### config.mk
export PLATFORM = sky130hd
export DESIGN_NAME = rpc_message_header_parser
export DESIGN_NICKNAME = d
export VERILOG_FILES = /design/src/sv/rmhp_pkg.sv /design/src/sv/rmhp_front.sv /design/src/sv/rmhp_queue.sv /design/src/sv/rmhp_back.sv /design/src/sv/rpc_message_header_parser.sv
export VERILOG_INCLUDE_DIRS = /design/src /design/src/sv
export SDC_FILE = /design/constraint.sdc
export NUM_CORES = 1
export LEC_CHECK = 0
export ABC_AREA = 1
export BUFFER_PORTS_ARGS = -buffer_cell sky130_fd_sc_hd__buf_4
export CORE_AREA = 5 5 224 226
export CTS_BUF_LIST = sky130_fd_sc_hd__clkbuf_16
export CTS_CLUSTER_SIZE = 40
export DETAILED_ROUTE_END_ITERATION = 12
export DIE_AREA = 0 0 229 231
export PLACE_DENSITY = 0.74
export RECOVER_POWER = 50
export SLEW_MARGIN = 20
export SYNTH_ARGS = -nofsm -noshare
export SYNTH_HDL_FRONTEND = slang
export SYNTH_SLANG_ARGS = --single-unit
### constraint.sdc
create_clock -name clk -period 5.8 [get_ports clk]
set_clock_uncertainty 0.15 [all_clocks]
set_input_delay 0 -clock clk [delete_from_list [all_inputs] [get_ports clk]]
set_output_delay 0 -clock clk [all_outputs]
set_load 0.01 [all_outputs]
### src/sv/rpc_message_header_parser_assert.svh
// ----------------------------------------------------------------------------
// RPC message header parser assertion macros
// Shared concurrent assertion forms. The clock is clk and the reset is rst_n
// in every module that uses them.
// ----------------------------------------------------------------------------
`ifndef RPC_MESSAGE_HEADER_PARSER_ASSERT_SVH
`define RPC_MESSAGE_HEADER_PARSER_ASSERT_SVH

// Condition that must hold at every clock edge out of reset.
`define RMHP_ASSERT_ALWAYS(label, cond, msg) \
  label: assert property (@(posedge clk) disable iff (!rst_n) (cond)) else $error(msg);

// Consequent that must hold in the same cycle as the antecedent.
`define RMHP_ASSERT_IMPLY(label, ante, cons, msg) \
  label: assert property (@(posedge clk) disable iff (!rst_n) (ante) |-> (cons)) \
    else $error(msg);

`endif

### src/sv/rmhp_pkg.sv
// ----------------------------------------------------------------------------
// RPC message header parser package
// Shared constants and payload types of the header parser.
// ----------------------------------------------------------------------------
package rmhp_pkg;

  localparam int unsigned RMHP_MAX_MSG_BYTES = 65536;
  localparam int unsigned RMHP_QUEUE_DEPTH   = 4;
  localparam logic [31:0] RPC_VERSION_RESET  = 32'd2;

  // Result status codes.
  localparam logic [1:0] ST_FIELD     = 2'd0;
  localparam logic [1:0] ST_END_OK    = 2'd1;
  localparam logic [1:0] ST_END_TRUNC = 2'd2;

  typedef struct packed {
    logic [7:0] data_byte;
    logic       end_of_message;
  } in_item_t;

  typedef struct packed {
    logic [4:0]  field_id;
    logic [31:0] field_value;
    logic [1:0]  parse_status;
    logic        last_result;
  } out_item_t;

  // Results caused by one byte: one or two.
  typedef struct packed {
    logic      two;
    out_item_t first;
    out_item_t second;
  } pair_t;

  typedef struct packed {
    logic  valid;
    pair_t pair;
  } push_t;

endpackage

### src/sv/rmhp_front.sv
// ----------------------------------------------------------------------------
// RPC message header parser front end
// Assembles header fields byte by byte, steps the parse phase and pushes the
// results that each byte causes into the result queue.
// ----------------------------------------------------------------------------
`include "rpc_message_header_parser_assert.svh"

module rmhp_front #(
  parameter int unsigned MAX_MSG_BYTES = rmhp_pkg::RMHP_MAX_MSG_BYTES
) (
  input  logic               clk,
  input  logic               rst_n,
  input  logic               cfg_wr_en,
  input  logic [31:0]        cfg_wr_data,
  input  logic               byte_valid,
  input  rmhp_pkg::in_item_t byte_item,
  output rmhp_pkg::push_t    push
);

  localparam int unsigned OFFS_W = $clog2(MAX_MSG_BYTES + 1);
  localparam logic [OFFS_W-1:0] OFFS_MAX = OFFS_W'(MAX_MSG_BYTES);

  localparam logic [4:0]  ID_BODY_LEN       = 5'd26;
  localparam logic [31:0] MSG_CALL          = 32'd0;
  localparam logic [31:0] MSG_REPLY         = 32'd1;
  localparam logic [31:0] STAT_ACCEPTED     = 32'd0;
  localparam logic [31:0] STAT_DENIED       = 32'd1;
  localparam logic [31:0] ACC_PROG_MISMATCH = 32'd2;
  localparam logic [31:0] REJ_RPC_MISMATCH  = 32'd0;
  localparam logic [31:0] REJ_AUTH_ERROR    = 32'd1;

  // Phase codes double as the field ids of the fields they collect.
  typedef enum logic [4:0] {
    PH_HOST, PH_PORT, PH_XID, PH_MTYPE, PH_RPCVERS, PH_PROG, PH_VERS, PH_PROC,
    PH_CFLAV, PH_CCOUNT, PH_CSKIP, PH_VFLAV, PH_VCOUNT, PH_VSKIP, PH_STAT,
    PH_AFLAV, PH_ACOUNT, PH_ASKIP, PH_ASTAT, PH_PLOW, PH_PHIGH, PH_RSTAT,
    PH_RLOW, PH_RHIGH, PH_AUTHSTAT, PH_BODY
  } phase_t;

  phase_t              phase_r, phase_nxt;
  logic [31:0]         shift_r, shift_nxt;
  logic [1:0]          cnt_r, cnt_nxt;
  logic [31:0]         skip_r, skip_nxt;
  logic [OFFS_W-1:0]   off_r, off_nxt;
  logic [OFFS_W-1:0]   body_r, body_nxt;
  logic [31:0]         ver_r;

  logic [OFFS_W-1:0]   off_inc;
  logic [31:0]         fval;
  logic [32:0]         psum;
  logic [31:0]         padded;
  logic [31:0]         skip_dec;
  logic                complete;
  logic                done_now;
  logic                a_v, b_v;
  rmhp_pkg::out_item_t res_a, res_b;

  assign off_inc  = (off_r < OFFS_MAX) ? off_r + OFFS_W'(1) : OFFS_MAX;
  assign fval     = {shift_r[23:0], byte_item.data_byte};
  assign psum     = {1'b0, fval} + 33'd3;
  assign padded   = psum[32] ? 32'hFFFF_FFFF : {psum[31:2], 2'b00};
  assign skip_dec = (skip_r == 32'd0) ? 32'd0 : skip_r - 32'd1;
  assign complete = (phase_r == PH_PORT) ? (cnt_r == 2'd1) : (cnt_r == 2'd3);

  always_comb begin
    phase_nxt = phase_r;
    shift_nxt = shift_r;
    cnt_nxt   = cnt_r;
    skip_nxt  = skip_r;
    off_nxt   = off_r;
    body_nxt  = body_r;
    done_now  = 1'b0;
    a_v       = 1'b0;
    b_v       = 1'b0;
    res_a     = '{field_id: 5'(phase_r), field_value: fval,
                  parse_status: rmhp_pkg::ST_FIELD, last_result: 1'b0};
    res_b     = '{field_id: 5'(PH_BODY), field_value: 32'd0,
                  parse_status: rmhp_pkg::ST_FIELD, last_result: 1'b0};

    if (byte_valid) begin
      if (phase_r == PH_CSKIP || phase_r == PH_VSKIP || phase_r == PH_ASKIP) begin
        // The first byte of opaque data reports where the data starts.
        if (cnt_r == 2'd0) begin
          a_v                = 1'b1;
          res_a.field_value = 32'(off_r);
          cnt_nxt            = 2'd1;
        end
        skip_nxt = skip_dec;
        if (skip_dec == 32'd0) begin
          cnt_nxt = 2'd0;
          if (phase_r == PH_CSKIP) begin
            phase_nxt = PH_VFLAV;
          end else if (phase_r == PH_ASKIP) begin
            phase_nxt = PH_ASTAT;
          end else begin
            phase_nxt = PH_BODY;
            body_nxt  = off_inc;
            done_now  = 1'b1;
          end
        end
      end else if (phase_r < PH_BODY) begin
        shift_nxt = fval;
        if (complete) begin
          shift_nxt = 32'd0;
          cnt_nxt   = 2'd0;
          a_v       = 1'b1;
          unique case (phase_r)
            PH_HOST:  phase_nxt = PH_PORT;
            PH_PORT:  phase_nxt = PH_XID;
            PH_XID:   phase_nxt = PH_MTYPE;
            PH_MTYPE: begin
              if (fval == MSG_CALL)       phase_nxt = PH_RPCVERS;
              else if (fval == MSG_REPLY) phase_nxt = PH_STAT;
              else                        phase_nxt = PH_BODY;
            end
            PH_RPCVERS: phase_nxt = (fval == ver_r) ? PH_PROG : PH_BODY;
            PH_PROG:    phase_nxt = PH_VERS;
            PH_VERS:    phase_nxt = PH_PROC;
            PH_PROC:    phase_nxt = PH_CFLAV;
            PH_CFLAV:   phase_nxt = PH_CCOUNT;
            PH_CCOUNT: begin
              phase_nxt = (fval == 32'd0) ? PH_VFLAV : PH_CSKIP;
              skip_nxt  = (fval == 32'd0) ? skip_r : padded;
            end
            PH_VFLAV:   phase_nxt = PH_VCOUNT;
            PH_VCOUNT: begin
              phase_nxt = (fval == 32'd0) ? PH_BODY : PH_VSKIP;
              skip_nxt  = (fval == 32'd0) ? skip_r : padded;
            end
            PH_STAT: begin
              if (fval == STAT_ACCEPTED)    phase_nxt = PH_AFLAV;
              else if (fval == STAT_DENIED) phase_nxt = PH_RSTAT;
              else                          phase_nxt = PH_BODY;
            end
            PH_AFLAV:   phase_nxt = PH_ACOUNT;
            PH_ACOUNT: begin
              phase_nxt = (fval == 32'd0) ? PH_ASTAT : PH_ASKIP;
              skip_nxt  = (fval == 32'd0) ? skip_r : padded;
            end
            PH_ASTAT:   phase_nxt = (fval == ACC_PROG_MISMATCH) ? PH_PLOW : PH_BODY;
            PH_PLOW:    phase_nxt = PH_PHIGH;
            PH_RSTAT: begin
              if (fval == REJ_RPC_MISMATCH)    phase_nxt = PH_RLOW;
              else if (fval == REJ_AUTH_ERROR) phase_nxt = PH_AUTHSTAT;
              else                             phase_nxt = PH_BODY;
            end
            PH_RLOW:    phase_nxt = PH_RHIGH;
            default:    phase_nxt = PH_BODY;
          endcase
          if (phase_nxt == PH_BODY) begin
            body_nxt = off_inc;
            done_now = 1'b1;
          end
        end else begin
          cnt_nxt = cnt_r + 2'd1;
        end
      end else begin
        phase_nxt = PH_BODY;
      end

      if (byte_item.end_of_message) begin
        b_v               = 1'b1;
        res_b.field_id    = ID_BODY_LEN;
        res_b.last_result = 1'b1;
        if (phase_nxt == PH_BODY) begin
          res_b.field_value  = 32'(off_inc - body_nxt);
          res_b.parse_status = rmhp_pkg::ST_END_OK;
        end else begin
          res_b.parse_status = rmhp_pkg::ST_END_TRUNC;
        end
        phase_nxt = PH_HOST;
        shift_nxt = 32'd0;
        cnt_nxt   = 2'd0;
        skip_nxt  = 32'd0;
        off_nxt   = '0;
        body_nxt  = '0;
      end else begin
        if (done_now) begin
          b_v               = 1'b1;
          res_b.field_value = 32'(body_nxt);
        end
        off_nxt = off_inc;
      end
    end
  end

  always_comb begin
    push.valid       = a_v || b_v;
    push.pair.two    = a_v && b_v;
    push.pair.first  = a_v ? res_a : res_b;
    push.pair.second = res_b;
  end

  always_ff @(posedge clk) begin
    if (!rst_n) begin
      phase_r <= PH_HOST;
      shift_r <= 32'd0;
      cnt_r   <= 2'd0;
      skip_r  <= 32'd0;
      off_r   <= '0;
      body_r  <= '0;
      ver_r   <= rmhp_pkg::RPC_VERSION_RESET;
    end else begin
      phase_r <= phase_nxt;
      shift_r <= shift_nxt;
      cnt_r   <= cnt_nxt;
      skip_r  <= skip_nxt;
      off_r   <= off_nxt;
      body_r  <= body_nxt;
      if (cfg_wr_en) begin
        ver_r <= cfg_wr_data;
      end
    end
  end

  `RMHP_ASSERT_IMPLY(a_skip_len, (phase_r == PH_CSKIP || phase_r == PH_VSKIP || phase_r == PH_ASKIP), (skip_r != 32'd0), "skip phase entered with zero length")
  `RMHP_ASSERT_IMPLY(a_eom_last, (byte_valid && byte_item.end_of_message), (push.valid && (push.pair.two ? push.pair.second.last_result : push.pair.first.last_result)), "end of message without final result")

endmodule

### src/sv/rmhp_queue.sv
// ----------------------------------------------------------------------------
// RPC message header parser result queue
// Short queue of result pairs between the parser and the output stage.
// ----------------------------------------------------------------------------
`include "rpc_message_header_parser_assert.svh"

module rmhp_queue #(
  parameter int unsigned DEPTH = rmhp_pkg::RMHP_QUEUE_DEPTH
) (
  input  logic            clk,
  input  logic            rst_n,
  input  rmhp_pkg::push_t push,
  output logic            full,
  input  logic            pop,
  output logic            empty,
  output rmhp_pkg::pair_t head
);

  localparam int unsigned PTR_W = $clog2(DEPTH);
  localparam int unsigned CNT_W = $clog2(DEPTH + 1);
  localparam logic [PTR_W-1:0] PTR_LAST = PTR_W'(DEPTH - 1);

  rmhp_pkg::pair_t  slots [DEPTH];
  logic [PTR_W-1:0] wr_ptr_r, wr_ptr_nxt;
  logic [PTR_W-1:0] rd_ptr_r, rd_ptr_nxt;
  logic [CNT_W-1:0] cnt_r, cnt_nxt;

  assign full  = (cnt_r == CNT_W'(DEPTH));
  assign empty = (cnt_r == '0);
  assign head  = slots[rd_ptr_r];

  always_comb begin
    wr_ptr_nxt = wr_ptr_r;
    rd_ptr_nxt = rd_ptr_r;
    cnt_nxt    = cnt_r;
    if (push.valid) begin
      wr_ptr_nxt = (wr_ptr_r == PTR_LAST) ? '0 : wr_ptr_r + PTR_W'(1);
    end
    if (pop) begin
      rd_ptr_nxt = (rd_ptr_r == PTR_LAST) ? '0 : rd_ptr_r + PTR_W'(1);
    end
    if (push.valid && !pop) begin
      cnt_nxt = cnt_r + CNT_W'(1);
    end else if (pop && !push.valid) begin
      cnt_nxt = cnt_r - CNT_W'(1);
    end
  end

  always_ff @(posedge clk) begin
    if (!rst_n) begin
      wr_ptr_r <= '0;
      rd_ptr_r <= '0;
      cnt_r    <= '0;
    end else begin
      wr_ptr_r <= wr_ptr_nxt;
      rd_ptr_r <= rd_ptr_nxt;
      cnt_r    <= cnt_nxt;
    end
  end

  always_ff @(posedge clk) begin
    if (push.valid) begin
      slots[wr_ptr_r] <= push.pair;
    end
  end

  `RMHP_ASSERT_IMPLY(a_no_overflow, push.valid, !full, "push into a full queue")
  `RMHP_ASSERT_IMPLY(a_no_underflow, pop, !empty, "pop from an empty queue")

endmodule

### src/sv/rmhp_back.sv
// ----------------------------------------------------------------------------
// RPC message header parser output stage
// Splits queued result pairs into single results and holds the one on offer.
// ----------------------------------------------------------------------------
`include "rpc_message_header_parser_assert.svh"

module rmhp_back (
  input  logic                clk,
  input  logic                rst_n,
  input  logic                q_empty,
  input  rmhp_pkg::pair_t     q_head,
  output logic                q_pop,
  output logic                out_empty,
  input  logic                out_pop,
  output rmhp_pkg::out_item_t out_item
);

  logic                hold_v_r, hold_v_nxt;
  logic                sec_v_r, sec_v_nxt;
  rmhp_pkg::out_item_t hold_r, hold_nxt;
  rmhp_pkg::out_item_t sec_r, sec_nxt;
  logic                hold_free;

  assign hold_free = !hold_v_r || out_pop;
  assign q_pop     = hold_free && !sec_v_r && !q_empty;
  assign out_empty = !hold_v_r;
  assign out_item  = hold_r;

  always_comb begin
    hold_v_nxt = hold_v_r;
    sec_v_nxt  = sec_v_r;
    hold_nxt   = hold_r;
    sec_nxt    = sec_r;
    if (hold_free) begin
      if (sec_v_r) begin
        hold_nxt   = sec_r;
        hold_v_nxt = 1'b1;
        sec_v_nxt  = 1'b0;
      end else if (!q_empty) begin
        hold_nxt   = q_head.first;
        sec_nxt    = q_head.second;
        hold_v_nxt = 1'b1;
        sec_v_nxt  = q_head.two;
      end else begin
        hold_v_nxt = 1'b0;
      end
    end
  end

  always_ff @(posedge clk) begin
    if (!rst_n) begin
      hold_v_r <= 1'b0;
      sec_v_r  <= 1'b0;
    end else begin
      hold_v_r <= hold_v_nxt;
      sec_v_r  <= sec_v_nxt;
    end
  end

  always_ff @(posedge clk) begin
    hold_r <= hold_nxt;
    sec_r  <= sec_nxt;
  end

  `RMHP_ASSERT_IMPLY(a_second_behind_first, sec_v_r, hold_v_r, "second result waiting without a first")

endmodule

### src/sv/rpc_message_header_parser.sv
// ----------------------------------------------------------------------------
// RPC message header parser
// Byte-serial parser of ONC RPC v2 message headers with a host and port
// prefix, reporting each header field as an id and value.
// ----------------------------------------------------------------------------
// The block takes one message byte per clock cycle on a queue-style input
// (push/full) and offers results on a queue-style output (empty/pop). Every
// byte is parsed in the cycle it is accepted: the front end shifts it into
// the field being assembled, counts it and steps the parse phase, and any
// results it causes (a completed field, the start offset of opaque auth
// data, the body offset when the header ends, and the final end-of-message
// result with the body length and header status) are written as one pair
// into a short queue. The output stage hands out one result per cycle while
// the consumer pops, so a byte that causes two results holds the output for
// both; with the consumer popping every cycle the front end takes one byte
// per cycle while the queue has room. The first result of a byte passes
// through a queue slot and the output-stage hold register on its way to the
// result ports. Input stalls only when the result queue (QUEUE_DEPTH pairs)
// is full. The rpc version register is written through cfg_wr_en/cfg_wr_data
// and should change only while no message is in progress. Byte offsets
// saturate at MAX_MSG_BYTES.

module rpc_message_header_parser #(
  parameter int unsigned MAX_MSG_BYTES = rmhp_pkg::RMHP_MAX_MSG_BYTES,
  parameter int unsigned QUEUE_DEPTH   = rmhp_pkg::RMHP_QUEUE_DEPTH
) (
  input  logic                clk,
  input  logic                rst_n,
  input  logic                in_push,
  output logic                in_full,
  input  rmhp_pkg::in_item_t  in_item,
  output logic                out_empty,
  input  logic                out_pop,
  output rmhp_pkg::out_item_t out_item,
  input  logic                cfg_wr_en,
  input  logic [31:0]         cfg_wr_data
);

  // A byte transfer happens when the producer pushes and the queue has room.
  logic            byte_accept;
  rmhp_pkg::push_t push;
  logic            q_full;
  logic            q_empty;
  logic            q_pop;
  rmhp_pkg::pair_t q_head;

  assign in_full     = q_full;
  assign byte_accept = in_push && !q_full;

  // Front end: field assembly and phase stepping, one byte per cycle while the queue has room.
  rmhp_front #(
    .MAX_MSG_BYTES(MAX_MSG_BYTES)
  ) u_front (
    .clk        (clk),
    .rst_n      (rst_n),
    .cfg_wr_en  (cfg_wr_en),
    .cfg_wr_data(cfg_wr_data),
    .byte_valid (byte_accept),
    .byte_item  (in_item),
    .push       (push)
  );

  // Decoupling queue of result pairs.
  rmhp_queue #(
    .DEPTH(QUEUE_DEPTH)
  ) u_queue (
    .clk  (clk),
    .rst_n(rst_n),
    .push (push),
    .full (q_full),
    .pop  (q_pop),
    .empty(q_empty),
    .head (q_head)
  );

  // Back end: presents one result at a time to the consumer.
  rmhp_back u_back (
    .clk      (clk),
    .rst_n    (rst_n),
    .q_empty  (q_empty),
    .q_head   (q_head),
    .q_pop    (q_pop),
    .out_empty(out_empty),
    .out_pop  (out_pop),
    .out_item (out_item)
  );

endmodule
# == Yosys cells after proc, flatten, opt, wreduce, memory -nomap -nowiden ==
# Memory sizes are Yosys's and may differ from the RTL's. A register that Yosys moved wholly into a read port is not among the register bits.
# Index checks and enable logic that the tools add are counted.
# op_classes
addsub,9
n_mul,0
n_div,0
n_lt_le_gt_ge,2
n_eq_ne,35
shifts,0
n_mux,95
bitwise_logic,2
n_reduce_logical,33
# ops
operator,count
two-way mux 32 bit,13
two-way mux 17 bit,12
two-way mux 40 bit,4
logical NOT 32 bit,3
two-way mux 24 bit,4
case mux 5 bit (19 select lines),1
two-way mux 5 bit,17
equality test 5 x 4 -> 1 bit (second input constant),8
equality test 5 bit (second input constant),8
adder 32 x 2 -> 33 bit (second input constant),1
equality test 32 x 1 -> 1 bit (second input constant),1
equality test 32 x 2 -> 1 bit (second input constant),1
equality test 32 bit,1
subtractor 32 x 1 -> 32 bit (second input constant),1
two-way mux 2 bit,13
two-way mux 1 bit,25
equality test 5 x 3 -> 1 bit (second input constant),4
subtractor 17 x 17 -> 18 bit,1
adder 17 x 1 -> 17 bit (second input constant),1
less-than comparator 17 bit (second input constant),1
two-way mux 4 bit,3
equality test 5 x 2 -> 1 bit (second input constant),2
two-way mux 3 bit,3
AND reduction 3 bit,3
23 further kinds,45
# totals
reg_bits,218
latchBits,0
ramBits,324
mem_bits_ro,0
word_cells,197
mem_count,1
# mem_list
name,depth,width,read_ports,rd_ports_with_merged_regs,write_ports,line,source
u_queue.slots,4,81,1,1,1,rmhp_queue.sv:23,rmhp_pkg::pair_t slots [DEPTH];

# == Depth between registers and ports, before layout ==
# Gate-level depths: netlist of run 1.
# logic_depth
word_depth,22
ltp_mapped,37

# == Cells and area by module ==
# From an unflattened synthesis of run 1, not the netlist that was laid out.
# hier_totals
cells_unflattened,2980
area_unflattened_um2,26802.0
# by_module_without_submodules
mod,n_inst,cells_each,area_each_um2,seq_area_each_um2
rmhp_queue,1,842,12542.0,9909.5
rmhp_front,1,1909,11170.7,2582.5
rmhp_back,1,227,3079.2,2442.3
rpc_message_header_parser,1,2,10.0,0.0

# == Worst setup path before layout of run 1 ==
# Ideal clock, no wire load.
# synth_path
path_type,register to register
start,register u_front.skip_r[0]
end,memory u_queue.slots[0][57] (netlist name) (data pin)
arrival_time_ps,4601
slack_ps,784
stages_incl_launch_ff,35
n_path_buf,2
cell_sequence,dfxtp_1 > inv_1 > ha_1 > nand2_2 > nor3_1 > nand3_1 > nand3_1 > nand2_1 > nor2_1 > nand2_1 > nor2_1 > nand2_1 > buf_4 > inv_4 > buf_4 > nand2_1 > nand2_1 > nand2_1 > nand2_1 > inv_2 > ha_1 > fa_1 > o21ai_0 > a21oi_1 > o21ai_0 > a21boi_0 > o21ai_0 > nand3_1 > nand2_1 > xor2_1 > inv_1 > nand3_1 > nand2_1 > nand2_1 > nand2_1
# synth_rtl
item,line,source
start: declaration,rmhp_front.sv:43,"logic [31:0] skip_r, skip_nxt;"
start signal: assignment,rmhp_front.sv:207,skip_r <= skip_nxt;
end: declaration,rmhp_queue.sv:23,

==> run summary, run 1 <==
Crit path kind - flip-flop to flip-flop
Worst slew pin tran - 2.726 ns
Leakage power total - 11.07 nW
H-tree depth - 2
Drt total wl - 71000 um
Final Wtd Congestion - 0.9983
Startpoint Class - flip-flop
Pin count of the biggest net entering global routing - 89
Core area - 48140 um^2
P&R area growth vs syn - 15.28%
CTS tree - done
Critical Path RT - 6.07 ns
Placement Setup Slack - 0.1244 ns
Synth Cell Area - 23550 um^2
Maximum fanout along the worst path - 15
Final setup violation count - 0
Status - complete, but fails checks
Die height - 231 um
Nets - 3044
Min Hold Slack - 0.1459 ns
DIE AREA - 52900 um^2
Clk root buf - clkbuf_16
Primary FF master, synth - edfxtp_1
HP Start - out_pop
Worst Setup SP - u_front.shift_r[8]
Unrepaired setup endpoints after global routing - no
MaxCap Viol Count - 8
Crit path time final - 5.463 ns
Total grt overflow - 0
Initial Util - 48.93%
Setup crit end kind - flip-flop
CTS clk-pin slew, worst paths - 0.06 ns
Die width - 229 um
Type of the tightest min-delay check - input port to flip-flop
Post-synth EDFFs - 314
CP Buf/Inv Count - 5
Syn Nets - 2904
Setup ws final - 0.3366 ns
Layout cells sized above 1 - 8.447%
Initial antenna violation count - 1
Sequential-to-total area share from yosys stat - 51.93%
Mapped Cells - 2829
Num rows - 81
Failing checks - capacitance limit, slew limit
Gr usage total - 25.89%
Fin. max-slew vios - 394
Worst path arrival time - 5.73 ns
Post-route ant nets - 0
Worst path max stage delay - 0.40 ns
Reg2reg start - u_front.shift_r[8]
Number of DRC markers in iteration 0 - 2403
I/O pin count - 88
Setup tns final - 0 ns
FF+latch count, synth - 454
Slew Limit Headroom - -81.76%
First-pass GRT wire length - 110900 um
Power Density - 364.8 nW/um^2
Slowest cell on the critical path - dfxtp_1
Final Hold Fails - 0
Final non-filler cell total - 3630
DR DRC count - 0
Number of port buffers - 87
Vias post-DR - 20940
Placed Cells - 3445
FMAX - 0.1830 GHz
Most common cell on crit path - nand2_1
FILL cells - 4216
Synth Area per Inst - 8.326 um^2
Vias in the first global route - 19940
Via density per instance - 5.769
Clock buffer depth - 3
Initial DRT Pass Iterations - 5
Fin crit share - 94.20%
Worst vdd ir - 0.0002315 V
Post-detail-place hpwl - 47720 um
Worst-Skew Late Latency - 0.60 ns
DR WL/cell - 19.56 um
Total CTS buffers - 47
Async set or reset register ratio after synthesis - 0%
Synth unique cells - 58
Clock sink count - 454
Ys Warns - 0
Largest delay share family, worst path - simple AND/OR/NAND/NOR gates
==> synth_stat cells (all sizes together), types with 2 or more instances <==
master	n	area share, %
nand2	645	11
nor2	437	7.3
edfxtp	314	40
o21ai	258	5.5
inv	214	3.4
a21oi	164	3.5
nand3	157	3.5
dfxtp	140	12
clkbuf	109	1.7
nand4	51	1.4
buf	40	1.0
nor3	40	0.93
xnor2	30	1.1
ha	27	1.4
a22oi	26	0.83
xor2	26	0.97
a31oi	25	0.66
o22ai	24	0.64
a221o	17	0.72
nor4	12	0.32
o221ai	11	0.41
o311ai	10	0.37
or2	9	0.24
o211ai	7	0.22
o21bai	6	0.19
nand3b	5	0.16
a211oi	3	0.096
clkinv	3	0.048
o31ai	3	0.096
a21boi	2	0.064
and3	2	0.053
fa	2	0.17
==> worst register-to-register path, delay by kind of cell, from the launching register on <==
family                     cells  cell delay (ns)
and+or+nand+nor               13             1.69
AOI/OAI and AO/OA              8             1.57
DFF                            1             0.40
buffers and inverters          5             1.13
adders and majority gates      1             0.34
==> final timing paths <==
kind,to,slack [ns],cells past startpoint
worst max-delay path,u_queue.slots[0][70],0.34,27
worst min-delay path,u_back.sec_v_r,0.15,5
worst max register to register,u_queue.slots[0][70],0.34,27
worst min register to register,u_front.ver_r[24],0.34,2
==> cell usage in the layout, fill, tap and decap left out, types with 12 or more instances in the layout <==
master | synthesis | routed
clkinv_1 | 3 | 14
nand2_2 | 23 | 22
nand2_1 | 620 | 621
xnor2_1 | 30 | 30
o21ai_0 | 252 | 250
nand4_1 | 51 | 51
nor4_1 | 12 | 12
nor2_2 | 17 | 19
inv_2 | 19 | 15
xor2_1 | 26 | 26
dfxtp_1 | 140 | 139
a21oi_1 | 163 | 164
nand3_1 | 150 | 151
inv_1 | 194 | 199
a31oi_1 | 25 | 25
a221o_1 | 17 | 17
a22oi_1 | 26 | 26
nor3_1 | 36 | 37
dlygate4sd3_1 | 0 | 95
ha_1 | 27 | 26
buf_4 | 7 | 85
o22ai_1 | 24 | 24
clkbuf_16 | 0 | 47
edfxtp_1 | 314 | 314
clkbuf_1 | 108 | 51
nor2_1 | 414 | 413
==> sequential cells by signal (all words and copies together), names as in the netlist, named ones only <==
name and flops:
u_front.phase_r 5, u_front.ver_r 32, u_queue.wr_ptr_r 2, u_queue.slots 252, u_front.off_r 17, u_back.sec_v_r 1, u_front.shift_r 24, u_back.sec_r 22
u_front.body_r 17, u_back.hold_v_r 1, u_front.skip_r 32, u_queue.cnt_r 3, u_back.out_item 40, u_queue.rd_ptr_r 2, u_front.cnt_r 2
==> final cells by class <==
cell class | count | area [um^2] | area share, %
clock buffer | 47 | 1176 | 4.332
sequential | 454 | 12230 | 45.05
clock inverter | 40 | 411.6 | 1.516
inverter | 217 | 818.3 | 3.014
tap | 622 | 778.2 | 2.866
multi-input combinational | 2009 | 9842 | 36.25
antenna | 1 | 2.502 | 0.009216
timing repair buffer | 240 | 1891 | 6.963
==> through the flow <==
step                utilization [%]  power, mW  cell area (um^2)
global route                  56.40      10.40             27150
global placement              51.57      6.793             24830
detailed placement            51.57      6.874             24830
finish                        56.40      9.906             27150
CTS                           56.85      10.05             27370
floorplan                         -      5.932             23550
==> where the power goes <==
| part | internal (mW) | leakage (nW) | switching [mW] | total [mW] |
|---|---|---|---|---|
| registers | 4.01 | 4.34 | 0.240 | 4.25 |
| logic | 0.811 | 5.95 | 1.73 | 2.54 |
| clock network | 1.80 | 0.783 | 1.31 | 3.12 |
==> kinds of logic (layout without fill, tap and decap cells) <==
group / count (synthesis) / count (layout) / share of synthesized area (%)
flops: 454 / 454 / 51.93
simple gates: 1362 / 1362 / 24.62
other cells: 0 / 1 / 0
compound gates: 562 / 562 / 13.55
xor+xnor: 56 / 56 / 2.082
buf+inv: 366 / 544 / 6.215
fa+ha+maj: 29 / 29 / 1.604
==> repair_timing <==
item / CTS / global route
gates resized for setup: 0 / 9
hold endpoints to repair: 125 / 0
endpoints found under the setup margin: 0 / 104
hold buffers: 95 / 0
setup buffers: 0 / 2
==> routing by layer <==
| metal | part of all wire [%] | vias up | GRT usage, % |
|---|---|---|---|
| met5 | 0.018 | - | 0 |
| met4 | 3.0 | 2 | 8.138 |
| met3 | 8.1 | 150 | 4.046 |
| met2 | 46 | 1014 | 41.92 |
| met1 | 43 | 9861 | 36.14 |
| li1 | - | 9914 | - |
No activity file was read; power rests on OpenSTA's default activity.
==> inputs of run 2 (changes only) <==
--- a/config.mk
+++ b/config.mk
@@ -15,6 +15,7 @@
 export DIE_AREA = 0 0 229 231
 export PLACE_DENSITY = 0.74
 export RECOVER_POWER = 50
+export REMOVE_ABC_BUFFERS = 1
 export SLEW_MARGIN = 20
 export SYNTH_ARGS = -nofsm -noshare
 export SYNTH_HDL_FRONTEND = slang
==> run 2 against run 1 <==
Effect of this change: the flow still finishes with violations (capacitance limit, slew limit); worst hold slack improved by 0.023 ns; non-clock buffer count rose by 8; flip-flop and latch count did not move; die area did not move; critical path depth fell by 1; worst setup slack got worse by 0.036 ns; combinational power rose by 2%; sequential power barely moved; critical endpoint is now u_queue.slots[1][62]; largest cell class unchanged.
==> run summary, run 2 (synthesis results as in run 1) <==
Largest register FFs - 252
Worst path arrival time - 5.76 ns
Setup crit end kind - flip-flop
Footprint of the multi-input gates - 9874 um^2
CTS tree - done
Type of the tightest min-delay check - input port to flip-flop
Worst-Skew Late Latency - 0.59 ns
Fin. max-slew vios - 434
Initial Util - 48.93%
Clk root buf - clkbuf_16
Most common cell after layout, fill and taps aside - nand2_1
Worst path max stage delay - 0.52 ns
Hold endpoint - u_back.sec_v_r
Unrepaired setup endpoints after global routing - no
Vias in the first global route - 19600
MaxCap Viol Count - 7
Via density per instance - 5.741
Placed cell area - 24900 um^2
Clock sink count - 454
Placed Cells - 3456
Post-route cell area - 27050 um^2
Final Hold Fails - 0
Number of port buffers - 87
Worst slew pin tran - 3.879 ns
Initial antenna violation count - 0
HP Start - out_pop
DR WL/cell - 19.76 um
Maximum fanout along the worst path - 15
FMAX - 0.1818 GHz
Vias post-DR - 20860
Drt total wl - 71820 um
Pin count of the biggest net entering global routing - 97
Initial DRT Pass Iterations - 6
Core area - 48140 um^2
I/O pin count - 88
Clock buffer depth - 3
Largest delay share family, worst path - simple AND/OR/NAND/NOR gates
Commonest non-fill, non-tap cells in the layout - 619 x nand2_1, 412 x nor2_1, 314 x edfxtp_1, 248 x o21ai_0, 207 x inv_1
DIE AREA - 52900 um^2
Crit path time final - 5.499 ns
Largest register by flop count - u_queue.slots
R2R setup slack - 0.30 ns
FILL cells - 4295
Fin crit share - 94.81%
Crit path kind - flip-flop to flip-flop
Die width - 229 um
Layout cells sized above 1 - 8.931%
Gr usage total - 26.28%
Startpoint Class - flip-flop
DR DRC count - 0
Final setup violation count - 0
Total grt overflow - 0
CTS clk-pin slew, worst paths - 0.06 ns
Slew Limit Headroom - -158.6%
Die height - 231 um
H-tree depth - 2
Number of DRC markers in iteration 0 - 2359
Total CTS buffers - 47
CP Buf/Inv Count - 4
Critical Path RT - 6.06 ns
FF-to-FF path depth - 26
Power Density - 357.1 nW/um^2
Total power - 9.661 mW
P&R area growth vs syn - 14.86%
Post-route ant nets - 0
Final non-filler cell total - 3634
Hold path cells - 5
Post-detail-place hpwl - 48620 um
Status - complete, but fails checks
Failing checks - capacitance limit, slew limit
Seq. cell area - 12230 um^2
Slowest cell on the critical path - dfxtp_1
RR Endpoint - u_queue.slots[1][62]
Nets - 3052
Num rows - 81
Leakage power total - 11.07 nW
First-pass GRT wire length - 111200 um
Setup tns final - 0 ns
Min Hold Slack - 0.1688 ns
Ant diodes - 0
Final Wtd Congestion - 0.9473
Worst vdd ir - 0.0002653 V
Reg2reg start - u_front.phase_r[4]
==> run 2: changes by cell type in the layout (fill, tap and decap cells not counted), sizes merged <==
cell	previous run	this run
bufinv	7	2
clkinv	28	21
clkbuf	103	104
dlygate4sd3	95	91
buf	89	100
inv	218	226
diode	1	0
clkinvlp	4	5
==> run 2: how the worst max path moves through the flow <==
stage | startpoint | endpoint | slack (ns) | cells after the start
3_5_place_dp | u_front.skip_r[0] | u_queue.slots[1][57] | 0.15 | 32
3_3_place_gp | u_front.shift_r[8] | u_queue.slots[3][57] | 0.17 | 31
5_1_grt | u_front.phase_r[4] | u_queue.slots[1][62] | 0.01 | 26
4_1_cts | u_front.skip_r[0] | u_queue.slots[0][57] | 0.13 | 32
2_1_floorplan | u_queue.cnt_r[0] | u_queue.slots[0][10] | -0.27 | 8
6_report | u_front.phase_r[4] | u_queue.slots[1][62] | 0.30 | 26
==> run 2: power breakdown <==
group | internal, mW | switching [mW]
logic | 0.827 | 1.75
registers | 4.01 | 0.211
clock network | 1.57 | 1.29
==> run 2: timing repair <==
| item | in CTS | in global routing |
|---|---|---|
| setup buffers | 0 | 3 |
| resized for setup | 0 | 12 |
| hold endpoints to repair | 131 | 0 |
| hold buffers | 91 | 0 |
| endpoints found under the setup margin | 0 | 96 |
==> run 2: stage by stage <==
stage | setup slack [ns] | utilization [%]
floorplan | -0.2675 | -
global placement | 0.1697 | 51.72
detailed placement | 0.1471 | 51.72
CTS | 0.1306 | 56.60
global route | 0.009618 | 56.20
finish | 0.3007 | 56.20
==> run 2: area by class of cell <==
type	instances	area share, %
Clock inverter	37	0.9712
Inverter	217	3.029
Timing Repair Buffer	248	7.057
Sequential cell	454	45.22
Multi-Input combinational cell	2009	36.50
Clock buffer	47	4.347
Tap cell	622	2.877
==> run 2: layer usage <==
| layer | global-route usage [%] | vias up | part of all wire [%] |
|---|---|---|---|
| met5 | 0 | - | 0 |
| met4 | 7.743 | 0 | 3.0 |
| met3 | 4.452 | 139 | 8.5 |
| met2 | 42.14 | 940 | 46 |
| met1 | 37.02 | 9852 | 43 |
| li1 | - | 9933 | - |
==> run 2: worst register-to-register path: cells and delay by family (launching register included) <==
| family | cells | cell delay (ns) |
|---|---|---|
| simple gates | 12 | 2.04 |
| fa+ha+maj | 1 | 0.19 |
| buf+inv | 4 | 0.87 |
| compound gates | 9 | 1.56 |
| flops | 1 | 0.52 |
==> inputs of run 3 (changes only) <==
--- a/config.mk
+++ b/config.mk
@@ -6,13 +6,12 @@
 export SDC_FILE = /design/constraint.sdc
 export NUM_CORES = 1
 export LEC_CHECK = 0
-export ABC_AREA = 1
 export BUFFER_PORTS_ARGS = -buffer_cell sky130_fd_sc_hd__buf_4
-export CORE_AREA = 5 5 224 226
+export CORE_AREA = 5 5 215 217
 export CTS_BUF_LIST = sky130_fd_sc_hd__clkbuf_16
 export CTS_CLUSTER_SIZE = 40
 export DETAILED_ROUTE_END_ITERATION = 12
-export DIE_AREA = 0 0 229 231
+export DIE_AREA = 0 0 220 222
 export PLACE_DENSITY = 0.74
 export RECOVER_POWER = 50
 export REMOVE_ABC_BUFFERS = 1
==> run 3 against run 2 <==
Effect of this change: the flow finishes with violations (capacitance limit, slew limit, setup timing); power shrank 5.5%; area after synthesis shrank 7.5%; highest routed layer unchanged; count of clock-buffer cells in the layout grew 2; via count shrank 20%; clock power grew 4%.
==> run summary, run 3 <==
Status - complete, but fails checks
Failing checks - capacitance limit, slew limit, setup timing
Maximum fanout along the worst path - 8
Total CTS buffers - 48
Setup crit end kind - flip-flop
Nets - 2296
Critical Path RT - 6.07 ns
Largest register by flop count - u_queue.slots
Gr usage total - 24.32%
Final Hold Fails - 0
Final setup violation count - 179
CTS tree - done
Setup ws final - -0.7094 ns
Cell with the most instances after synthesis - edfxtp_1
I/O pin count - 88
Worst path arrival time - 6.78 ns
Async set or reset register ratio after synthesis - 0%
FF+latch count, synth - 454
CP Buf/Inv Count - 7
Hold endpoint - u_front.phase_r[1]
Ys Warns - 0
Reg2reg start - u_front.skip_r[0]
Sequential-to-total area share from yosys stat - 56.12%
Final Wtd Congestion - 0.9544
Clock sink count - 454
Slew Limit Headroom - -153.5%
First-pass GRT wire length - 94070 um
H-tree depth - 2
Startpoint Class - flip-flop
Placed cell area - 24500 um^2
Initial DRT Pass Iterations - 7
Largest register FFs - 252
Initial Util - 49.61%
Core area - 43930 um^2
DIE AREA - 48840 um^2
HP Start - in_item[3]
Number of port buffers - 87
Layout cells sized above 1 - 24.33%
CTS clk-pin slew, worst paths - 0.07 ns
Critical path depth in cells - 28
Clk root buf - clkbuf_16
Via density per instance - 5.873
Post-detail-place hpwl - 38940 um
Drt total wl - 60310 um
Total power - 9.131 mW
Unrepaired setup endpoints after global routing - yes
Worst vdd ir - 0.0002110 V
Post-route ant nets - 0
Most common cell after layout, fill and taps aside - edfxtp_1
Power Density - 331.5 nW/um^2
Synth top cells by count - 314 x edfxtp_1, 204 x nand2_1, 140 x dfxtp_1
Hold path cells - 8
Number of DRC markers in iteration 0 - 1565
Ant diodes - 0
End-of-flow core utilization - 62.70%
P&R area growth vs syn - 26.38%
FF-to-FF path depth - 28
Synth area leaders - edfxtp_1 43%, dfxtp_1 13%, mux4_2 6.5%, nand2_1 3.5%, xnor2_1 3.1%
Synth Cell Area - 21800 um^2
Top-area cell type share of the netlist area - 43.26%
Synth unique cells - 73
Vias post-DR - 16760
Num rows - 77
Worst slew pin tran - 3.803 ns
FMAX - 0.1536 GHz
Commonest non-fill, non-tap cells in the layout - 314 x edfxtp_1, 275 x buf_4, 180 x nand2_1, 137 x dfxtp_1, 104 x nor2_1
Fin. max-slew vios - 305
Primary FF master, synth - edfxtp_1
Largest delay share family, worst path - simple AND/OR/NAND/NOR gates
MaxCap Viol Count - 7
Initial antenna violation count - 0
Slowest cell on the critical path - or4_4
Die width - 220 um
Worst path max stage delay - 0.57 ns
Clock buffer depth - 3
Vias in the first global route - 16660
DR WL/cell - 21.14 um
Largest area contributor in the netlist - edfxtp_1
R2R setup slack - -0.71 ns
Post-synth EDFFs - 314
Mapped Cells - 1872
Leakage power total - 9.974 nW
Synth Area per Inst - 11.64 um^2
Post-route cell area - 27550 um^2
Fin crit share - 112.2%
Pin count of the biggest net entering global routing - 89
RR Endpoint - u_queue.slots[1][62]
Crit path kind - flip-flop to flip-flop
Worst-Skew Late Latency - 0.59 ns
Type of the tightest min-delay check - input port to flip-flop
Die height - 222 um
Crit path time final - 6.509 ns
Total grt overflow - 0
DR DRC count - 0
run 3: final cells by class:
type                       instances  area, um^2
tap                              592       740.7
sequential                       454       12240
timing repair buffer             445        3505
clock buffer                      49        1226
fill                            3419       16390
multi-input combinational       1230        9366
clock inverter                    41       310.3
inverter                          42       162.7
run 3: worst min-delay path, delay by kind of cell:
kind	cells	cell delay [ns]
simple gates	3	0.36
compound gates	3	0.29
buf+inv	2	0.21
run 3: metrics by stage:
stage	setup TNS (ns)	hold WS [ns]	std cells	setup slack, ns
4_1_cts	-74.29	0.1422	2849	-0.7721
2_1_floorplan	-725.03	-0.08806	1726	-2.566
3_3_place_gp	-87.02	0.07181	2641	-0.8915
3_5_place_dp	-100.09	0.09410	2641	-0.9974
6_report	-74.76	0.1754	2853	-0.7094
5_1_grt	-158.14	0.2052	2853	-0.9477
run 3: what timing repair did:
item | CTS | global route
buffers inserted | 16 | 9
gates resized for setup | 95 | 40
endpoints found under the setup margin | 152 | 165
hold endpoints to repair | 131 | 0
pin swaps | 28 | 23
hold buffers | 102 | 0
gates cloned | 1 | 0
run 3: cell families after synthesis:
logic type | share of synthesized area (%)
and+or+nand+nor | 14.68
adders and majority gates | 1.734
xor gates and xnor gates | 4.300
AOI/OAI and AO/OA | 9.644
buffers and inverters | 3.398
muxes | 10.13
DFF | 56.12
run 3: power breakdown:
group | internal, mW | switching [mW]
logic | 0.906 | 1.07
registers | 3.96 | 0.215
clock network | 1.69 | 1.29
run 3: worst max-delay path by stage:
| stage | startpoint | to | slack, ns |
|---|---|---|---|
| 2_1_floorplan | u_front.skip_r[0] | u_queue.slots[0][60] | -2.57 |
| 3_5_place_dp | u_front.skip_r[1] | u_queue.slots[2][61] | -1.0 |
| 6_report | u_front.skip_r[0] | u_queue.slots[1][62] | -0.71 |
| 5_1_grt | u_front.skip_r[0] | u_queue.slots[1][63] | -0.95 |
| 3_3_place_gp | u_front.skip_r[0] | u_queue.slots[0][60] | -0.89 |
| 4_1_cts | u_front.skip_r[1] | u_queue.slots[0][72] | -0.77 |
run 3: per-layer routing:
layer  track usage (%)  wire length [um]  up-vias  part of all wire, %
li1                  -                 -     7667                    -
met1             33.53             25240     8316                   42
met2             39.65             29050      650                   48
met3             3.687              3906      122                  6.5
met4             8.154              2117        0                  3.5
met5                 0                 0        -                    0
